File: src/hw/rtl/cbts_pkg.sv
// Shared types and constants for the CAN bit timing search block.
// No dependencies; every other file of the block imports this package.
`default_nettype none

package cbts_pkg;

  // Field widths
  localparam int unsigned CLK_W  = 30;
  localparam int unsigned BR_W   = 24;
  localparam int unsigned NQ_W   = 7;
  localparam int unsigned BRP_W  = 11;
  localparam int unsigned S1_W   = 9;
  localparam int unsigned S2_W   = 8;
  localparam int unsigned SP_W   = 7;
  localparam int unsigned ERRP_W = 10;
  localparam int unsigned STAT_W = 2;

  // Shared divider: full numerator width, short numerator width, divisor width, counter width
  localparam int unsigned DIV_NUM_W   = 37;
  localparam int unsigned DIV_SHORT_W = 31;
  localparam int unsigned DIV_DEN_W   = 31;
  localparam int unsigned DIV_CNT_W   = 6;

  // Bit timing constants
  localparam int unsigned T_SYNC    = 1;
  localparam int unsigned T_PROP    = 2;
  localparam int unsigned NQ_FLOOR  = 4;
  localparam int unsigned PCT_SCALE = 100;
  localparam int unsigned ERR_SAT   = 1000;

  // Result status codes
  localparam logic [STAT_W-1:0] STATUS_EXACT  = 2'd0;
  localparam logic [STAT_W-1:0] STATUS_APPROX = 2'd1;
  localparam logic [STAT_W-1:0] STATUS_NONE   = 2'd2;

  // Register indexes (byte address / 4)
  localparam logic [2:0] REG_NQ_MIN    = 3'd0;
  localparam logic [2:0] REG_NQ_MAX    = 3'd1;
  localparam logic [2:0] REG_BRP_MIN   = 3'd2;
  localparam logic [2:0] REG_BRP_MAX   = 3'd3;
  localparam logic [2:0] REG_TSEG1_MIN = 3'd4;
  localparam logic [2:0] REG_TSEG1_MAX = 3'd5;
  localparam logic [2:0] REG_TSEG2_MIN = 3'd6;
  localparam logic [2:0] REG_TSEG2_MAX = 3'd7;

  typedef struct packed {
    logic [NQ_W-1:0]  nq_min;
    logic [NQ_W-1:0]  nq_max;
    logic [BRP_W-1:0] brp_min;
    logic [BRP_W-1:0] brp_max;
    logic [S1_W-1:0]  tseg1_min;
    logic [S1_W-1:0]  tseg1_max;
    logic [S2_W-1:0]  tseg2_min;
    logic [S2_W-1:0]  tseg2_max;
  } cbts_cfg_t;

  typedef struct packed {
    logic                 start;
    logic                 wide;
    logic [DIV_NUM_W-1:0] num;
    logic [DIV_DEN_W-1:0] den;
  } cbts_div_req_t;

  typedef struct packed {
    logic                 done;
    logic [DIV_NUM_W-1:0] quo;
  } cbts_div_rsp_t;

endpackage

`default_nettype wire

File: src/hw/rtl/cbts_cfg_regs.sv
// APB-style register file holding the search limits.
// Depends on cbts_pkg for the register indexes and the cbts_cfg_t struct.
`default_nettype none

module cbts_cfg_regs
  import cbts_pkg::*;
(
  input  logic        clk,
  input  logic        rst_n,
  input  logic        psel,
  input  logic        penable,
  input  logic        pwrite,
  input  logic [4:0]  paddr,
  input  logic [31:0] pwdata,
  output logic [31:0] prdata,
  output logic        pready,
  output cbts_cfg_t   cfg
);

  cbts_cfg_t  cfg_r;
  logic [2:0] idx;
  logic       wr_en;

  assign idx    = paddr[4:2];
  assign wr_en  = psel && penable && pwrite;
  assign pready = 1'b1;
  assign cfg    = cfg_r;

  always_ff @(posedge clk) begin
    if (!rst_n) begin
      cfg_r.nq_min    <= 7'd8;
      cfg_r.nq_max    <= 7'd25;
      cfg_r.brp_min   <= 11'd1;
      cfg_r.brp_max   <= 11'd1024;
      cfg_r.tseg1_min <= 9'd2;
      cfg_r.tseg1_max <= 9'd16;
      cfg_r.tseg2_min <= 8'd1;
      cfg_r.tseg2_max <= 8'd8;
    end else if (wr_en) begin
      case (idx)
        REG_NQ_MIN:    cfg_r.nq_min    <= pwdata[NQ_W-1:0];
        REG_NQ_MAX:    cfg_r.nq_max    <= pwdata[NQ_W-1:0];
        REG_BRP_MIN:   cfg_r.brp_min   <= pwdata[BRP_W-1:0];
        REG_BRP_MAX:   cfg_r.brp_max   <= pwdata[BRP_W-1:0];
        REG_TSEG1_MIN: cfg_r.tseg1_min <= pwdata[S1_W-1:0];
        REG_TSEG1_MAX: cfg_r.tseg1_max <= pwdata[S1_W-1:0];
        REG_TSEG2_MIN: cfg_r.tseg2_min <= pwdata[S2_W-1:0];
        REG_TSEG2_MAX: cfg_r.tseg2_max <= pwdata[S2_W-1:0];
        default: ;
      endcase
    end
  end

  always_comb begin
    case (idx)
      REG_NQ_MIN:    prdata = 32'(cfg_r.nq_min);
      REG_NQ_MAX:    prdata = 32'(cfg_r.nq_max);
      REG_BRP_MIN:   prdata = 32'(cfg_r.brp_min);
      REG_BRP_MAX:   prdata = 32'(cfg_r.brp_max);
      REG_TSEG1_MIN: prdata = 32'(cfg_r.tseg1_min);
      REG_TSEG1_MAX: prdata = 32'(cfg_r.tseg1_max);
      REG_TSEG2_MIN: prdata = 32'(cfg_r.tseg2_min);
      REG_TSEG2_MAX: prdata = 32'(cfg_r.tseg2_max);
      default:       prdata = 32'd0;
    endcase
  end

endmodule

`default_nettype wire

File: src/hw/rtl/cbts_div.sv
// Shared restoring divider, one quotient bit per cycle.
// Depends on cbts_pkg for widths and the request/response structs.
`default_nettype none

module cbts_div
  import cbts_pkg::*;
(
  input  logic          clk,
  input  logic          rst_n,
  input  cbts_div_req_t req,
  output cbts_div_rsp_t rsp
);

  localparam int unsigned PAD_W = DIV_NUM_W - DIV_SHORT_W;

  logic [DIV_NUM_W-1:0] acc_r, acc_nxt;
  logic [DIV_DEN_W-1:0] rem_r, rem_nxt;
  logic [DIV_DEN_W-1:0] den_r;
  logic [DIV_CNT_W-1:0] cnt_r;
  logic                 busy_r;
  logic                 done_r;
  logic [DIV_DEN_W:0]   rem_sh;
  logic [DIV_DEN_W+1:0] diff;
  logic                 take;

  // Shift the next numerator bit into the partial remainder and trial-subtract
  always_comb begin
    rem_sh  = {rem_r, acc_r[DIV_NUM_W-1]};
    diff    = {1'b0, rem_sh} - {2'b0, den_r};
    take    = !diff[DIV_DEN_W+1];
    rem_nxt = take ? diff[DIV_DEN_W-1:0] : rem_sh[DIV_DEN_W-1:0];
    acc_nxt = {acc_r[DIV_NUM_W-2:0], take};
  end

  always_ff @(posedge clk) begin
    if (!rst_n) begin
      busy_r <= 1'b0;
      done_r <= 1'b0;
      cnt_r  <= '0;
    end else begin
      done_r <= 1'b0;
      if (req.start) begin
        busy_r <= 1'b1;
        cnt_r  <= req.wide ? DIV_CNT_W'(DIV_NUM_W) : DIV_CNT_W'(DIV_SHORT_W);
      end else if (busy_r) begin
        cnt_r <= cnt_r - 1'b1;
        if (cnt_r == DIV_CNT_W'(1)) begin
          busy_r <= 1'b0;
          done_r <= 1'b1;
        end
      end
    end
  end

  // Short operands are left-aligned so the quotient always lands in the low bits
  always_ff @(posedge clk) begin
    if (req.start) begin
      acc_r <= req.wide ? req.num : {req.num[DIV_SHORT_W-1:0], {PAD_W{1'b0}}};
      rem_r <= '0;
      den_r <= req.den;
    end else if (busy_r) begin
      acc_r <= acc_nxt;
      rem_r <= rem_nxt;
    end
  end

  assign rsp.done = done_r;
  assign rsp.quo  = acc_r;

endmodule

`default_nettype wire

File: src/hw/rtl/can_bit_timing_search_core.sv
// CAN bit timing search: given a clock frequency and a target bitrate, walk the
// quanta counts nq_min..nq_max, round a prescaler for each, check it and the
// derived segments against the programmed limits, and keep the count with the
// strictly smallest bitrate error (stop at once on an exact hit). One input beat
// yields one result beat. All divisions go through one shared restoring divider
// that produces one quotient bit per cycle, so the search time follows the number
// of divisions: a count rejected on its segments needs none, one rejected on its
// prescaler needs one, a count that reaches the error compare needs two; when a
// setting is found, the sample point and error percent divisions come before
// hand-off. The worst case walks 124 counts, all fully evaluated.
// Input ready is high only while the sequencer is idle; a finished result sits
// in the output register and does not block the next input beat.
// Depends on cbts_pkg, cbts_cfg_regs and cbts_div.
`default_nettype none

module can_bit_timing_search_core
  import cbts_pkg::*;
#(
  parameter int unsigned SJW_MIN = 1,
  parameter int unsigned SJW_MAX = 4
) (
  input  logic                 clk,
  input  logic                 rst_n,
  // configuration port
  input  logic                 psel,
  input  logic                 penable,
  input  logic                 pwrite,
  input  logic [4:0]           paddr,
  input  logic [31:0]          pwdata,
  output logic [31:0]          prdata,
  output logic                 pready,
  // input channel
  input  logic                 in_valid,
  output logic                 in_ready,
  input  logic [CLK_W-1:0]     in_clock_hz,
  input  logic [BR_W-1:0]      in_bitrate,
  // result channel
  output logic                 out_valid,
  input  logic                 out_ready,
  output logic [STAT_W-1:0]    out_status,
  output logic [NQ_W-1:0]      out_quanta,
  output logic [BRP_W-1:0]     out_prescaler,
  output logic [S1_W-1:0]      out_seg_one,
  output logic [S2_W-1:0]      out_seg_two,
  output logic [S2_W-1:0]      out_jump_width,
  output logic [SP_W-1:0]      out_sample_point_pct,
  output logic [ERRP_W-1:0]    out_error_pct
);

  localparam logic [S2_W-1:0] SJW_LO = S2_W'(SJW_MIN);
  localparam logic [S2_W-1:0] SJW_HI = S2_W'(SJW_MAX);

  // Sequencer states
  localparam logic [3:0] ST_IDLE = 4'd0;  // wait for an input beat
  localparam logic [3:0] ST_NQ   = 4'd1;  // range and segment check of one count
  localparam logic [3:0] ST_D1   = 4'd2;  // start prescaler division
  localparam logic [3:0] ST_W1   = 4'd3;  // wait prescaler, check limits
  localparam logic [3:0] ST_D2   = 4'd4;  // start actual bitrate division
  localparam logic [3:0] ST_W2   = 4'd5;  // wait actual bitrate, compare error
  localparam logic [3:0] ST_FIN  = 4'd6;  // start sample point division
  localparam logic [3:0] ST_WSP  = 4'd7;  // wait sample point, start error percent
  localparam logic [3:0] ST_WERR = 4'd8;  // wait error percent
  localparam logic [3:0] ST_OUT  = 4'd9;  // hand result to the output register

  cbts_cfg_t     cfg;
  cbts_div_req_t div_req;
  cbts_div_rsp_t div_rsp;

  logic [3:0]           state_r;
  logic [CLK_W-1:0]     clk_hz_r;
  logic [BR_W-1:0]      br_r;
  logic [NQ_W:0]        nq_r;      // one bit wider so nq_max = 127 terminates
  logic [DIV_DEN_W-1:0] prod_r;    // current divisor, quanta times bitrate or prescaler
  logic [S1_W-1:0]      cand_s1_r;
  logic [S2_W-1:0]      cand_s2_r;
  logic [BRP_W-1:0]     cand_brp_r;

  // Best candidate so far
  logic                 found_r;
  logic [DIV_DEN_W-1:0] best_r;
  logic [NQ_W-1:0]      b_nq_r;
  logic [BRP_W-1:0]     b_brp_r;
  logic [S1_W-1:0]      b_s1_r;
  logic [S2_W-1:0]      b_s2_r;
  logic [SP_W-1:0]      b_sp_r;
  logic [ERRP_W-1:0]    b_errp_r;

  // Output register
  logic                 out_valid_r;
  logic [STAT_W-1:0]    out_status_r;
  logic [NQ_W-1:0]      out_quanta_r;
  logic [BRP_W-1:0]     out_prescaler_r;
  logic [S1_W-1:0]      out_seg_one_r;
  logic [S2_W-1:0]      out_seg_two_r;
  logic [S2_W-1:0]      out_jump_width_r;
  logic [SP_W-1:0]      out_sp_r;
  logic [ERRP_W-1:0]    out_errp_r;

  // Per-count segment arithmetic
  logic [NQ_W-1:0]      tseg_c;
  logic [S2_W-1:0]      half_c;
  logic [S2_W-1:0]      s2_c;
  logic [S2_W-1:0]      lim_c;
  logic [S1_W-1:0]      s1_c;
  logic                 seg_ok;
  logic                 nq_done;
  logic [DIV_DEN_W-1:0] prod_br_c;

  // Division results
  logic [DIV_SHORT_W-1:0] rnd_num_c;
  logic [DIV_DEN_W-1:0]   quo_short;
  logic                   brp_ok;
  logic [DIV_DEN_W-1:0]   prod_brp_c;
  logic [DIV_DEN_W-1:0]   br_ext;
  logic [DIV_DEN_W-1:0]   err_c;
  logic                   better;
  logic [15:0]            sp_num_c;
  logic [DIV_NUM_W-1:0]   err_num_c;
  logic [S2_W-1:0]        sjw_c;
  logic                   out_load;

  cbts_cfg_regs u_cfg (
    .clk     (clk),
    .rst_n   (rst_n),
    .psel    (psel),
    .penable (penable),
    .pwrite  (pwrite),
    .paddr   (paddr),
    .pwdata  (pwdata),
    .prdata  (prdata),
    .pready  (pready),
    .cfg     (cfg)
  );

  cbts_div u_div (
    .clk   (clk),
    .rst_n (rst_n),
    .req   (div_req),
    .rsp   (div_rsp)
  );

  // Segment split: sync and propagation come off the top, segment two is
  // half of the remainder clamped, segment one takes the rest plus propagation.
  always_comb begin
    tseg_c  = nq_r[NQ_W-1:0] - NQ_W'(T_SYNC + T_PROP);
    half_c  = S2_W'(tseg_c[NQ_W-1:1]);
    if (half_c < cfg.tseg2_min) begin
      s2_c = cfg.tseg2_min;
    end else if (half_c > cfg.tseg2_max) begin
      s2_c = cfg.tseg2_max;
    end else begin
      s2_c = half_c;
    end
    lim_c   = S2_W'(tseg_c) + S2_W'(T_PROP);
    s1_c    = S1_W'(lim_c) - S1_W'(s2_c);
    nq_done = nq_r > {1'b0, cfg.nq_max};
    seg_ok  = (nq_r >= (NQ_W+1)'(NQ_FLOOR)) && (s2_c <= lim_c) &&
              (s1_c >= cfg.tseg1_min) && (s1_c <= cfg.tseg1_max);
    prod_br_c = DIV_DEN_W'(nq_r[NQ_W-1:0]) * DIV_DEN_W'(br_r);
  end

  // Prescaler check and actual bitrate error from the divider result
  always_comb begin
    quo_short  = div_rsp.quo[DIV_DEN_W-1:0];
    brp_ok     = (quo_short != '0) &&
                 (quo_short >= DIV_DEN_W'(cfg.brp_min)) &&
                 (quo_short <= DIV_DEN_W'(cfg.brp_max));
    prod_brp_c = DIV_DEN_W'(nq_r[NQ_W-1:0]) * DIV_DEN_W'(quo_short[BRP_W-1:0]);
    br_ext     = DIV_DEN_W'(br_r);
    err_c      = (br_ext >= quo_short) ? (br_ext - quo_short) : (quo_short - br_ext);
    better     = !found_r || (err_c < best_r);
  end

  // Round-to-nearest numerators: add half the divisor before dividing
  always_comb begin
    rnd_num_c = DIV_SHORT_W'(clk_hz_r) + DIV_SHORT_W'(prod_r[DIV_DEN_W-1:1]);
    sp_num_c  = (16'(b_s1_r) + 16'(T_SYNC)) * 16'(PCT_SCALE) + 16'(b_nq_r[NQ_W-1:1]);
    err_num_c = DIV_NUM_W'(best_r) * DIV_NUM_W'(PCT_SCALE) +
                DIV_NUM_W'(br_r[BR_W-1:1]);
  end

  // Divider requests
  always_comb begin
    div_req = '0;
    case (state_r)
      ST_D1, ST_D2: begin
        div_req.start = 1'b1;
        div_req.num   = DIV_NUM_W'(rnd_num_c);
        div_req.den   = prod_r;
      end
      ST_FIN: begin
        div_req.start = found_r;
        div_req.num   = DIV_NUM_W'(sp_num_c);
        div_req.den   = DIV_DEN_W'(b_nq_r);
      end
      ST_WSP: begin
        div_req.start = div_rsp.done;
        div_req.wide  = 1'b1;
        div_req.num   = err_num_c;
        div_req.den   = DIV_DEN_W'(br_r);
      end
      default: ;
    endcase
  end

  // Jump width: segment two clamped to the fixed limits
  always_comb begin
    if (b_s2_r < SJW_LO) begin
      sjw_c = SJW_LO;
    end else if (b_s2_r > SJW_HI) begin
      sjw_c = SJW_HI;
    end else begin
      sjw_c = b_s2_r;
    end
  end

  assign in_ready = (state_r == ST_IDLE);
  assign out_load = (state_r == ST_OUT) && (!out_valid_r || out_ready);

  // Sequencer and candidate bookkeeping
  always_ff @(posedge clk) begin
    if (!rst_n) begin
      state_r <= ST_IDLE;
      found_r <= 1'b0;
    end else begin
      case (state_r)
        ST_IDLE: begin
          if (in_valid) begin
            clk_hz_r <= in_clock_hz;
            br_r     <= in_bitrate;
            nq_r     <= {1'b0, cfg.nq_min};
            found_r  <= 1'b0;
            best_r   <= '0;
            // zero bitrate can never produce a valid setting
            state_r  <= (in_bitrate == '0) ? ST_FIN : ST_NQ;
          end
        end
        ST_NQ: begin
          if (nq_done) begin
            state_r <= ST_FIN;
          end else if (seg_ok) begin
            cand_s1_r <= s1_c;
            cand_s2_r <= s2_c;
            prod_r    <= prod_br_c;
            state_r   <= ST_D1;
          end else begin
            nq_r <= nq_r + 1'b1;
          end
        end
        ST_D1: begin
          state_r <= ST_W1;
        end
        ST_W1: begin
          if (div_rsp.done) begin
            if (brp_ok) begin
              cand_brp_r <= quo_short[BRP_W-1:0];
              prod_r     <= prod_brp_c;
              state_r    <= ST_D2;
            end else begin
              nq_r    <= nq_r + 1'b1;
              state_r <= ST_NQ;
            end
          end
        end
        ST_D2: begin
          state_r <= ST_W2;
        end
        ST_W2: begin
          if (div_rsp.done) begin
            nq_r    <= nq_r + 1'b1;
            state_r <= ST_NQ;
            if (better) begin
              found_r <= 1'b1;
              best_r  <= err_c;
              b_nq_r  <= nq_r[NQ_W-1:0];
              b_brp_r <= cand_brp_r;
              b_s1_r  <= cand_s1_r;
              b_s2_r  <= cand_s2_r;
              // exact hit: stop the walk
              if (err_c == '0) begin
                state_r <= ST_FIN;
              end
            end
          end
        end
        ST_FIN: begin
          state_r <= found_r ? ST_WSP : ST_OUT;
        end
        ST_WSP: begin
          if (div_rsp.done) begin
            b_sp_r  <= div_rsp.quo[SP_W-1:0];
            state_r <= ST_WERR;
          end
        end
        ST_WERR: begin
          if (div_rsp.done) begin
            b_errp_r <= (div_rsp.quo > DIV_NUM_W'(ERR_SAT)) ? ERRP_W'(ERR_SAT)
                                                           : div_rsp.quo[ERRP_W-1:0];
            state_r  <= ST_OUT;
          end
        end
        ST_OUT: begin
          // hold until the output register is free
          if (out_load) begin
            state_r <= ST_IDLE;
          end
        end
        default: begin
          state_r <= ST_IDLE;
        end
      endcase
    end
  end

  // Output register: load a fresh result, drop valid once taken
  always_ff @(posedge clk) begin
    if (!rst_n) begin
      out_valid_r <= 1'b0;
    end else if (out_load) begin
      out_valid_r <= 1'b1;
    end else if (out_ready) begin
      out_valid_r <= 1'b0;
    end
  end

  always_ff @(posedge clk) begin
    if (out_load) begin
      if (found_r) begin
        out_status_r     <= (best_r == '0) ? STATUS_EXACT : STATUS_APPROX;
        out_quanta_r     <= b_nq_r;
        out_prescaler_r  <= b_brp_r;
        out_seg_one_r    <= b_s1_r;
        out_seg_two_r    <= b_s2_r;
        out_jump_width_r <= sjw_c;
        out_sp_r         <= b_sp_r;
        out_errp_r       <= b_errp_r;
      end else begin
        out_status_r     <= STATUS_NONE;
        out_quanta_r     <= '0;
        out_prescaler_r  <= '0;
        out_seg_one_r    <= '0;
        out_seg_two_r    <= '0;
        out_jump_width_r <= '0;
        out_sp_r         <= '0;
        out_errp_r       <= '0;
      end
    end
  end

  assign out_valid            = out_valid_r;
  assign out_status           = out_status_r;
  assign out_quanta           = out_quanta_r;
  assign out_prescaler        = out_prescaler_r;
  assign out_seg_one          = out_seg_one_r;
  assign out_seg_two          = out_seg_two_r;
  assign out_jump_width       = out_jump_width_r;
  assign out_sample_point_pct = out_sp_r;
  assign out_error_pct        = out_errp_r;

endmodule

`default_nettype wire

File: config.mk
export PLATFORM = sky130hd
export DESIGN_NAME = can_bit_timing_search_core
export DESIGN_NICKNAME = d
export VERILOG_FILES = /design/src/hw/rtl/cbts_pkg.sv /design/src/hw/rtl/cbts_cfg_regs.sv /design/src/hw/rtl/cbts_div.sv /design/src/hw/rtl/can_bit_timing_search_core.sv
export SDC_FILE = /design/constraint.sdc
export NUM_CORES = 2
export LEC_CHECK = 0
export ABC_AREA = 1
export BUFFER_PORTS_ARGS = -buffer_cell sky130_fd_sc_hd__buf_2
export CORE_MARGIN = 10
export CORE_UTILIZATION = 50
export DETAILED_ROUTE_END_ITERATION = 12
export PLACE_DENSITY = 0.67
export SLEW_MARGIN = 0
export SYNTH_ARGS = -nofsm -noshare
export SYNTH_HDL_FRONTEND = slang
export SYNTH_HIERARCHICAL = 1
export SYNTH_SLANG_ARGS = --single-unit
File: constraint.sdc
create_clock -name clk -period 14.2 [get_ports clk]
set_input_delay 1.42 -clock clk [delete_from_list [all_inputs] [get_ports clk]]
set_output_delay 1.42 -clock clk [all_outputs]
set_load 0.05 [all_outputs]
Word-level counts from Yosys, hierarchy flattened

Cells that the tools add are included.

Flip-flop bits (word level): 449
Word-level logic and storage cells: 209

$lt $le $gt $ge: 14
Multiply operators: 4
Add/sub/neg operators: 12
Equal/unequal tests: 30
Mux-type cells: 57
Bitwise logic cells: 4
Reduce and logical (&&, ||, !) cells: 47

Operator list:

| cell                                                             | number |
|---|---|
| two-way mux 31 bit                                               | 9 |
| case mux 32 bit (8 select lines)                                 | 1 |
| case mux 68 bit (3 select lines)                                 | 1 |
| case mux 31 bit (2 select lines)                                 | 2 |
| two-way mux 37 bit                                               | 3 |
| two-way mux 8 bit                                                | 8 |
| logical NOT 31 bit                                               | 2 |
| case mux 4 bit (10 select lines)                                 | 1 |
| adder 37 x 23 -> 37 bit                                          | 1 |
| greater-than comparator 37 x 10 -> 1 bit (second input constant) | 1 |
| two-way mux 4 bit                                                | 9 |
| multiplier 31 x 5 -> 35 bit (second input constant)              | 1 |
| subtractor 32 x 31 -> 33 bit                                     | 1 |
| case mux 8 bit (4 select lines)                                  | 1 |
| adder 30 x 30 -> 31 bit                                          | 1 |
| >= comparator 24 x 31 -> 1 bit                                   | 1 |
| >= comparator 31 x 11 -> 1 bit                                   | 1 |
| less-or-equal comparator 31 x 11 -> 1 bit                        | 1 |
| < comparator 31 bit                                              | 1 |
| multiplier 7 x 24 -> 31 bit                                      | 1 |
| nonzero test 31 bit                                              | 1 |
| subtractor 24 x 31 -> 31 bit                                     | 1 |
| subtractor 31 x 24 -> 31 bit                                     | 1 |
| logical NOT 24 bit                                               | 1 |
| 51 further kinds                                                 | 117 |

Depth between registers and ports, before layout

Depth after elaboration: 11
Depth in mapped cells: 36

Cells and area by module

The synthesis kept the hierarchy.

Modules (own cells, without submodules):

| module                     | cells an instance | instances | seq. area each (um^2) | area each (um^2) |
|---|---|---|---|---|
| can_bit_timing_search_core | 4,399             | 1         | 8,107.8               | 32,791.4 |
| cbts_div                   | 1,015             | 1         | 2,822.7               | 7,158.1 |
| cbts_cfg_regs              | 489               | 1         | 1,401.3               | 3,477.1 |

Least setup slack after synthesis

Ideal clock, no wire load.

Kind: reg2reg
Start: reg nq_r[0]
End: reg prod_r[0], enable pin
Arrival: 6,255 ps
Period minus slack after synthesis: 6,685 ps
Slack: 7,515 ps
Stages on the path, launching flop included: 30
Required time: 13,771 ps
Buffers on the path: 2
Library setup time: 429 ps
Cell sequence: edfxtp_1 > clkbuf_1 > a21oi_1 > xor2_1 > ha_1 > nand2_1 > inv_1 > a221oi_1 > o21ai_0 > nand2_1 > clkbuf_1 > nand2_1 > o21ai_0 > a21oi_1 > ha_1 > fa_1 > o21ai_0 > nand3_1 > nand2_1 > xor2_1 > ha_1 > a21oi_1 > nand2_1 > a21oi_1 > o21bai_1 > nand2_1 > nand4_1 > inv_1 > nand2_1 > a21oi_1

Word-level cells in the longest chain between the ends: 10
Elaborated cells on any way between the ends: 18

Ends and longest elaborated chain:

| element                                | line                              | source |
|---|---|---|
| start: declaration                     | can_bit_timing_search_core.sv:72  | `logic [NQ_W:0] nq_r;` |
| start signal: assignment               | can_bit_timing_search_core.sv:231 | `nq_r <= {1'b0, cfg.nq_min};` |
| start signal: assignment               | can_bit_timing_search_core.sv:247 | `nq_r <= nq_r + 1'b1;` |
| start signal: assignment               | can_bit_timing_search_core.sv:260 | `nq_r <= nq_r + 1'b1;` |
| subtractor 7 x 2 -> 7 bit (*)          | can_bit_timing_search_core.sv:145 | `tseg_c = nq_r[NQ_W-1:0] - NQ_W'(T_SYNC + T_PROP);` |
| greater-than comparator 6 x 8 -> 1 bit | can_bit_timing_search_core.sv:149 | `end else if (half_c > cfg.tseg2_max) begin` |
| two-way mux 8 bit                      | can_bit_timing_search_core.sv:149 |  |
| two-way mux 8 bit (*)                  | can_bit_timing_search_core.sv:147 | `if (half_c < cfg.tseg2_min) begin` |
| via s2_c[0]                            | can_bit_timing_search_core.sv:102 | `logic [S2_W-1:0] s2_c;` |
| subtractor 8 x 8 -> 9 bit (*)          | can_bit_timing_search_core.sv:155 | `s1_c = S1_W'(lim_c) - S1_W'(s2_c);` |
| via s1_c[6]                            | can_bit_timing_search_core.sv:104 | `logic [S1_W-1:0] s1_c;` |
| >= comparator 9 bit                    | can_bit_timing_search_core.sv:158 | `(s1_c >= cfg.tseg1_min) && (s1_c <= cfg.tseg1_max);` |
| logical AND 1 bit                      | can_bit_timing_search_core.sv:157 | `seg_ok = (nq_r >= (NQ_W+1)'(NQ_FLOOR)) && (s2_c <= lim_c) &&` |
| logical AND 1 bit (*)                  | can_bit_timing_search_core.sv:158 |  |
| != test 2 bit (no line) (*)            | --                                |  |
| AND reduction 6 bit (no line) (*)      | --                                |  |
| end signal: assignment                 | can_bit_timing_search_core.sv:244 | `prod_r <= prod_br_c;` |
| end signal: assignment                 | can_bit_timing_search_core.sv:257 | `prod_r <= prod_brp_c;` |
| end: declaration                       | can_bit_timing_search_core.sv:73  | `logic [DIV_DEN_W-1:0] prod_r;` |

The timed path passes the listed nets; every way through them passes the cells marked *.
A chain may end at the register's enable or synchronous reset.

Final worst setup path

Start: reg nq_r[5]
End: reg nq_r[2], enable pin

Word-level cells in the longest chain between the ends: 10
Elaborated cells on any way between the ends: 18

Ends and longest elaborated chain:

| element                                | line |
|---|---|
| subtractor 7 x 2 -> 7 bit (*)          | can_bit_timing_search_core.sv:145 |
| greater-than comparator 6 x 8 -> 1 bit | can_bit_timing_search_core.sv:149 |
| two-way mux 8 bit                      | can_bit_timing_search_core.sv:149 |
| two-way mux 8 bit (*)                  | can_bit_timing_search_core.sv:147 |
| via s2_c[1]                            | can_bit_timing_search_core.sv:102 |
| subtractor 8 x 8 -> 9 bit (*)          | can_bit_timing_search_core.sv:155 |
| via s1_c[6]                            | can_bit_timing_search_core.sv:104 |
| >= comparator 9 bit                    | can_bit_timing_search_core.sv:158 |
| logical AND 1 bit                      | can_bit_timing_search_core.sv:157 |
| logical AND 1 bit (*)                  | can_bit_timing_search_core.sv:158 |
| != test 2 bit (no line) (*)            | -- |
| AND reduction 8 bit (no line) (*)      | -- |

Marked as above.

==> results.json <==
{
  "hold_path.class": "reg -> reg",
  "place.gp.congestion": 1.00,
  "path_max_fanout": 21,
  "htree_levels": 2,
  "grtUsageTotal_pct": 29.0,
  "place_ws_ns": 6.74,
  "postCtsHoldBufs": 0,
  "design_area_mm2": 0.0472,
  "fin_worst_skew_ns": 0.0361,
  "cp.buffers_inverters": 3,
  "critical_path_class": "reg -> reg",
  "clock_latency_ns": 0.68,
  "relSlewSlack_pct": 17.6,
  "clock_sinks": 449,
  "die_w_um": 315,
  "critPathArrivalTime_ns": 7.74,
  "syn_area_per_cell_um2": 7.36,
  "synthCells": 5903,
  "yosysUniqueCellTypes": 68,
  "ys_ff_latch": 449,
  "wl_per_cell_um": 20.1,
  "hpwl_mm": 116,
  "grt_max_degree": 79,
  "final.setup.worst_slack_ns": 6.75,
  "async_flop_share_pct": 0,
  "yosysWarnings": 6,
  "vias": 39000,
  "cts_setup_buffers": 0,
  "drv_slew": 0,
  "placed_area_mm2": 0.0453,
  "postRouteAntennaNets": 0,
  "fin_crit_ns": 7.45,
  "fmax_mhz": 134,
  "grt_overflow": 0,
  "cap_violations": 0,
  "outcome": "complete, no violations",
  "synth_edf_count": 334,
  "crit_slowest_cell": "nor4_2",
  "dieArea_mm2": 0.0990,
  "rsz0062_at_grt": "no",
  "hold_viol": 0,
  "grt_first_pass_wirelength_mm": 221,
  "cts_buffer_depth": 3,
  "ios": 195,
  "end_kind": "register",
  "grt_pass1_vias": 37300,
  "cp-start-kind": "register",
  "syn_area_mm2": 0.0434,
  "antenna_found_initial": 4,
  "ys.flop_type": "edfxtp_1",
  "rows": 108,
  "path_common_cell": "a21oi_1",
  "start_util_pct": 50.2,
  "cts_resized": 0,
  "path_cells": "buf_4 > nor2_1 > nand3_1 > xor2_1 > inv_1 > ha_1 > a21oi_1 > nor3_1 > o211ai_1 > o21ai_0 > inv_1 > fa_1 > o21ai_0 > nand3_1 > nand2_1 > xor2_1 > ha_1 > a21oi_1 > nand2_1 > a21oi_1 > o21bai_1 > nand4_1 > o22ai_1 > nor4_2",
  "critPathMaxStageDelay_ns": 0.93,
  "viasPerCell": 5.41,
  "clock_tree.root_cell": "clkbuf_16",
  "portBuffers": 149,
  "die_h_um": 315,
  "critPathTopFamily": "simple AND/OR/NAND/NOR gates",
  "core_area_mm2": 0.0865,
  "synth_seq_area_share_pct": 28.4,
  "area_growth_pct": 8.58,
  "drtIter0Drc": 3756,
  "tritoncts": "done",
  "clkTransAtPathRegs_ns": 0.06,
  "drc_errors": 0,
  "setup_tns_ns": 0,
  "required_ns": 14.49,
  "setup_viol": 0,
  "cts_made_buffers": 54,
  "fin_nets": 6760,
  "drive_gt1_share_pct": 6.74,
  "worstMarginPinSlew_ns": 1.23,
  "post-route-period-util_pct": 52.4,
  "dr.pass1.iters": 6,
  "drt-total-wl_mm": 145
}
flip-flops by register name, indices dropped and copies added (netlist names), 24 cells and up:
name / count
clk_hz_r: 30
u_cfg/cfg: 70
u_div/acc_r: 37
br_r: 24
best_r: 31
u_div/den_r: 31
prod_r: 31
u_div/rem_r: 31
through the flow:
stage / std cells / utilization [%] / hold slack [ns]
after floorplan: 5927 / - / 0.400
after global placement: 7109 / 52.4 / 0.403
after detailed placement: 7109 / 52.4 / 0.407
after CTS: 7211 / 54.5 / 0.421
after global routing: 7211 / 54.5 / 0.421
final: 7212 / 54.5 / 0.415
path summary, 6_finish.rpt:
path | start | endpoint | slack [ns] | cells past startpoint
min | cand_s1_r[5] | b_s1_r[5] | 0.41 | 0
max reg2reg | nq_r[5] | nq_r[2] | 6.75 | 24
min reg2reg | cand_s1_r[5] | b_s1_r[5] | 0.41 | 0
max | nq_r[5] | nq_r[2] | 6.75 | 24
metal layers:
metal / wire length (µm) / track usage [%] / vias up
met2: 64800 / 46.3 / 1456
li1: - / - / 19000
met4: 6940 / 12.3 / 2
met1: 61400 / 38.3 / 18300
met3: 12000 / 5.07 / 288
met5: 12 / 0 / -
logic make-up (layout without fill, tap and decap cells):
logic type | after synthesis | after routing | synth area share (%)
xor gates and xnor gates | 117 | 117 | 2.36
DFF | 449 | 449 | 28.4
adders and majority gates | 652 | 652 | 22.1
buffers and inverters | 1391 | 1520 | 12.5
and+or+nand+nor | 2537 | 2537 | 24.7
other | 3 | 28 | 0.0259
AOI/OAI and AO/OA | 754 | 754 | 9.85
layout by cell type, fill, tap and decap left out, types with 39 or more instances in the layout:
| cell type | synthesis | routed |
|---|---|---|
| nand3_1 | 285 | 284 |
| nor2_1 | 438 | 433 |
| buf_4 | 27 | 56 |
| dfxtp_1 | 115 | 114 |
| inv_1 | 1188 | 1187 |
| nor3_1 | 40 | 39 |
| buf_2 | 11 | 149 |
| nand2_1 | 1545 | 1545 |
| o21ai_0 | 262 | 262 |
| xnor2_1 | 41 | 41 |
| edfxtp_1 | 334 | 334 |
| xor2_1 | 76 | 76 |
| clkbuf_16 | 0 | 54 |
| a21oi_1 | 300 | 299 |
| fa_1 | 191 | 191 |
| ha_1 | 461 | 461 |
| nand4_1 | 87 | 87 |
cell usage after synthesis, drive strengths merged (62+ instances only):
cell / instances / area, µm²
nand3: 289 / 1480
xor2: 76 / 666
ha: 461 / 5770
edfxtp: 334 / 10000
buf: 62 / 445
dfxtp: 115 / 2300
inv: 1204 / 4530
nand2: 1568 / 6000
nand4: 87 / 544
fa: 191 / 3820
nor2: 467 / 1930
a21oi: 302 / 1530
o21ai: 276 / 1380
clkbuf: 116 / 435
worst register-to-register path: cells and delay by family, from the launching register on:
| kind | cells | cell delay (ns) |
|---|---|---|
| xor gates and xnor gates | 2 | 0.70 |
| AOI/OAI and AO/OA | 8 | 1.29 |
| and+or+nand+nor | 8 | 2.39 |
| buffers and inverters | 3 | 0.71 |
| adders and majority gates | 3 | 1.09 |
| DFF | 1 | 0.90 |
cell type report:
| cell class | instances | area [µm²] |
|---|---|---|
| repair buffers | 205 | 1170 |
| multi-input cells | 4087 | 25800 |
| flip-flops and latches | 449 | 12300 |
| clock buffers | 65 | 1420 |
| well taps | 1155 | 1450 |
| fillers | 8515 | 39300 |
| clock inverters | 37 | 425 |
| inverters | 1213 | 4570 |
| diodes | 1 | 2.50 |
Power is not shown: default switching activity piles up to over one toggle a cycle in this logic, so the estimate is an artifact.
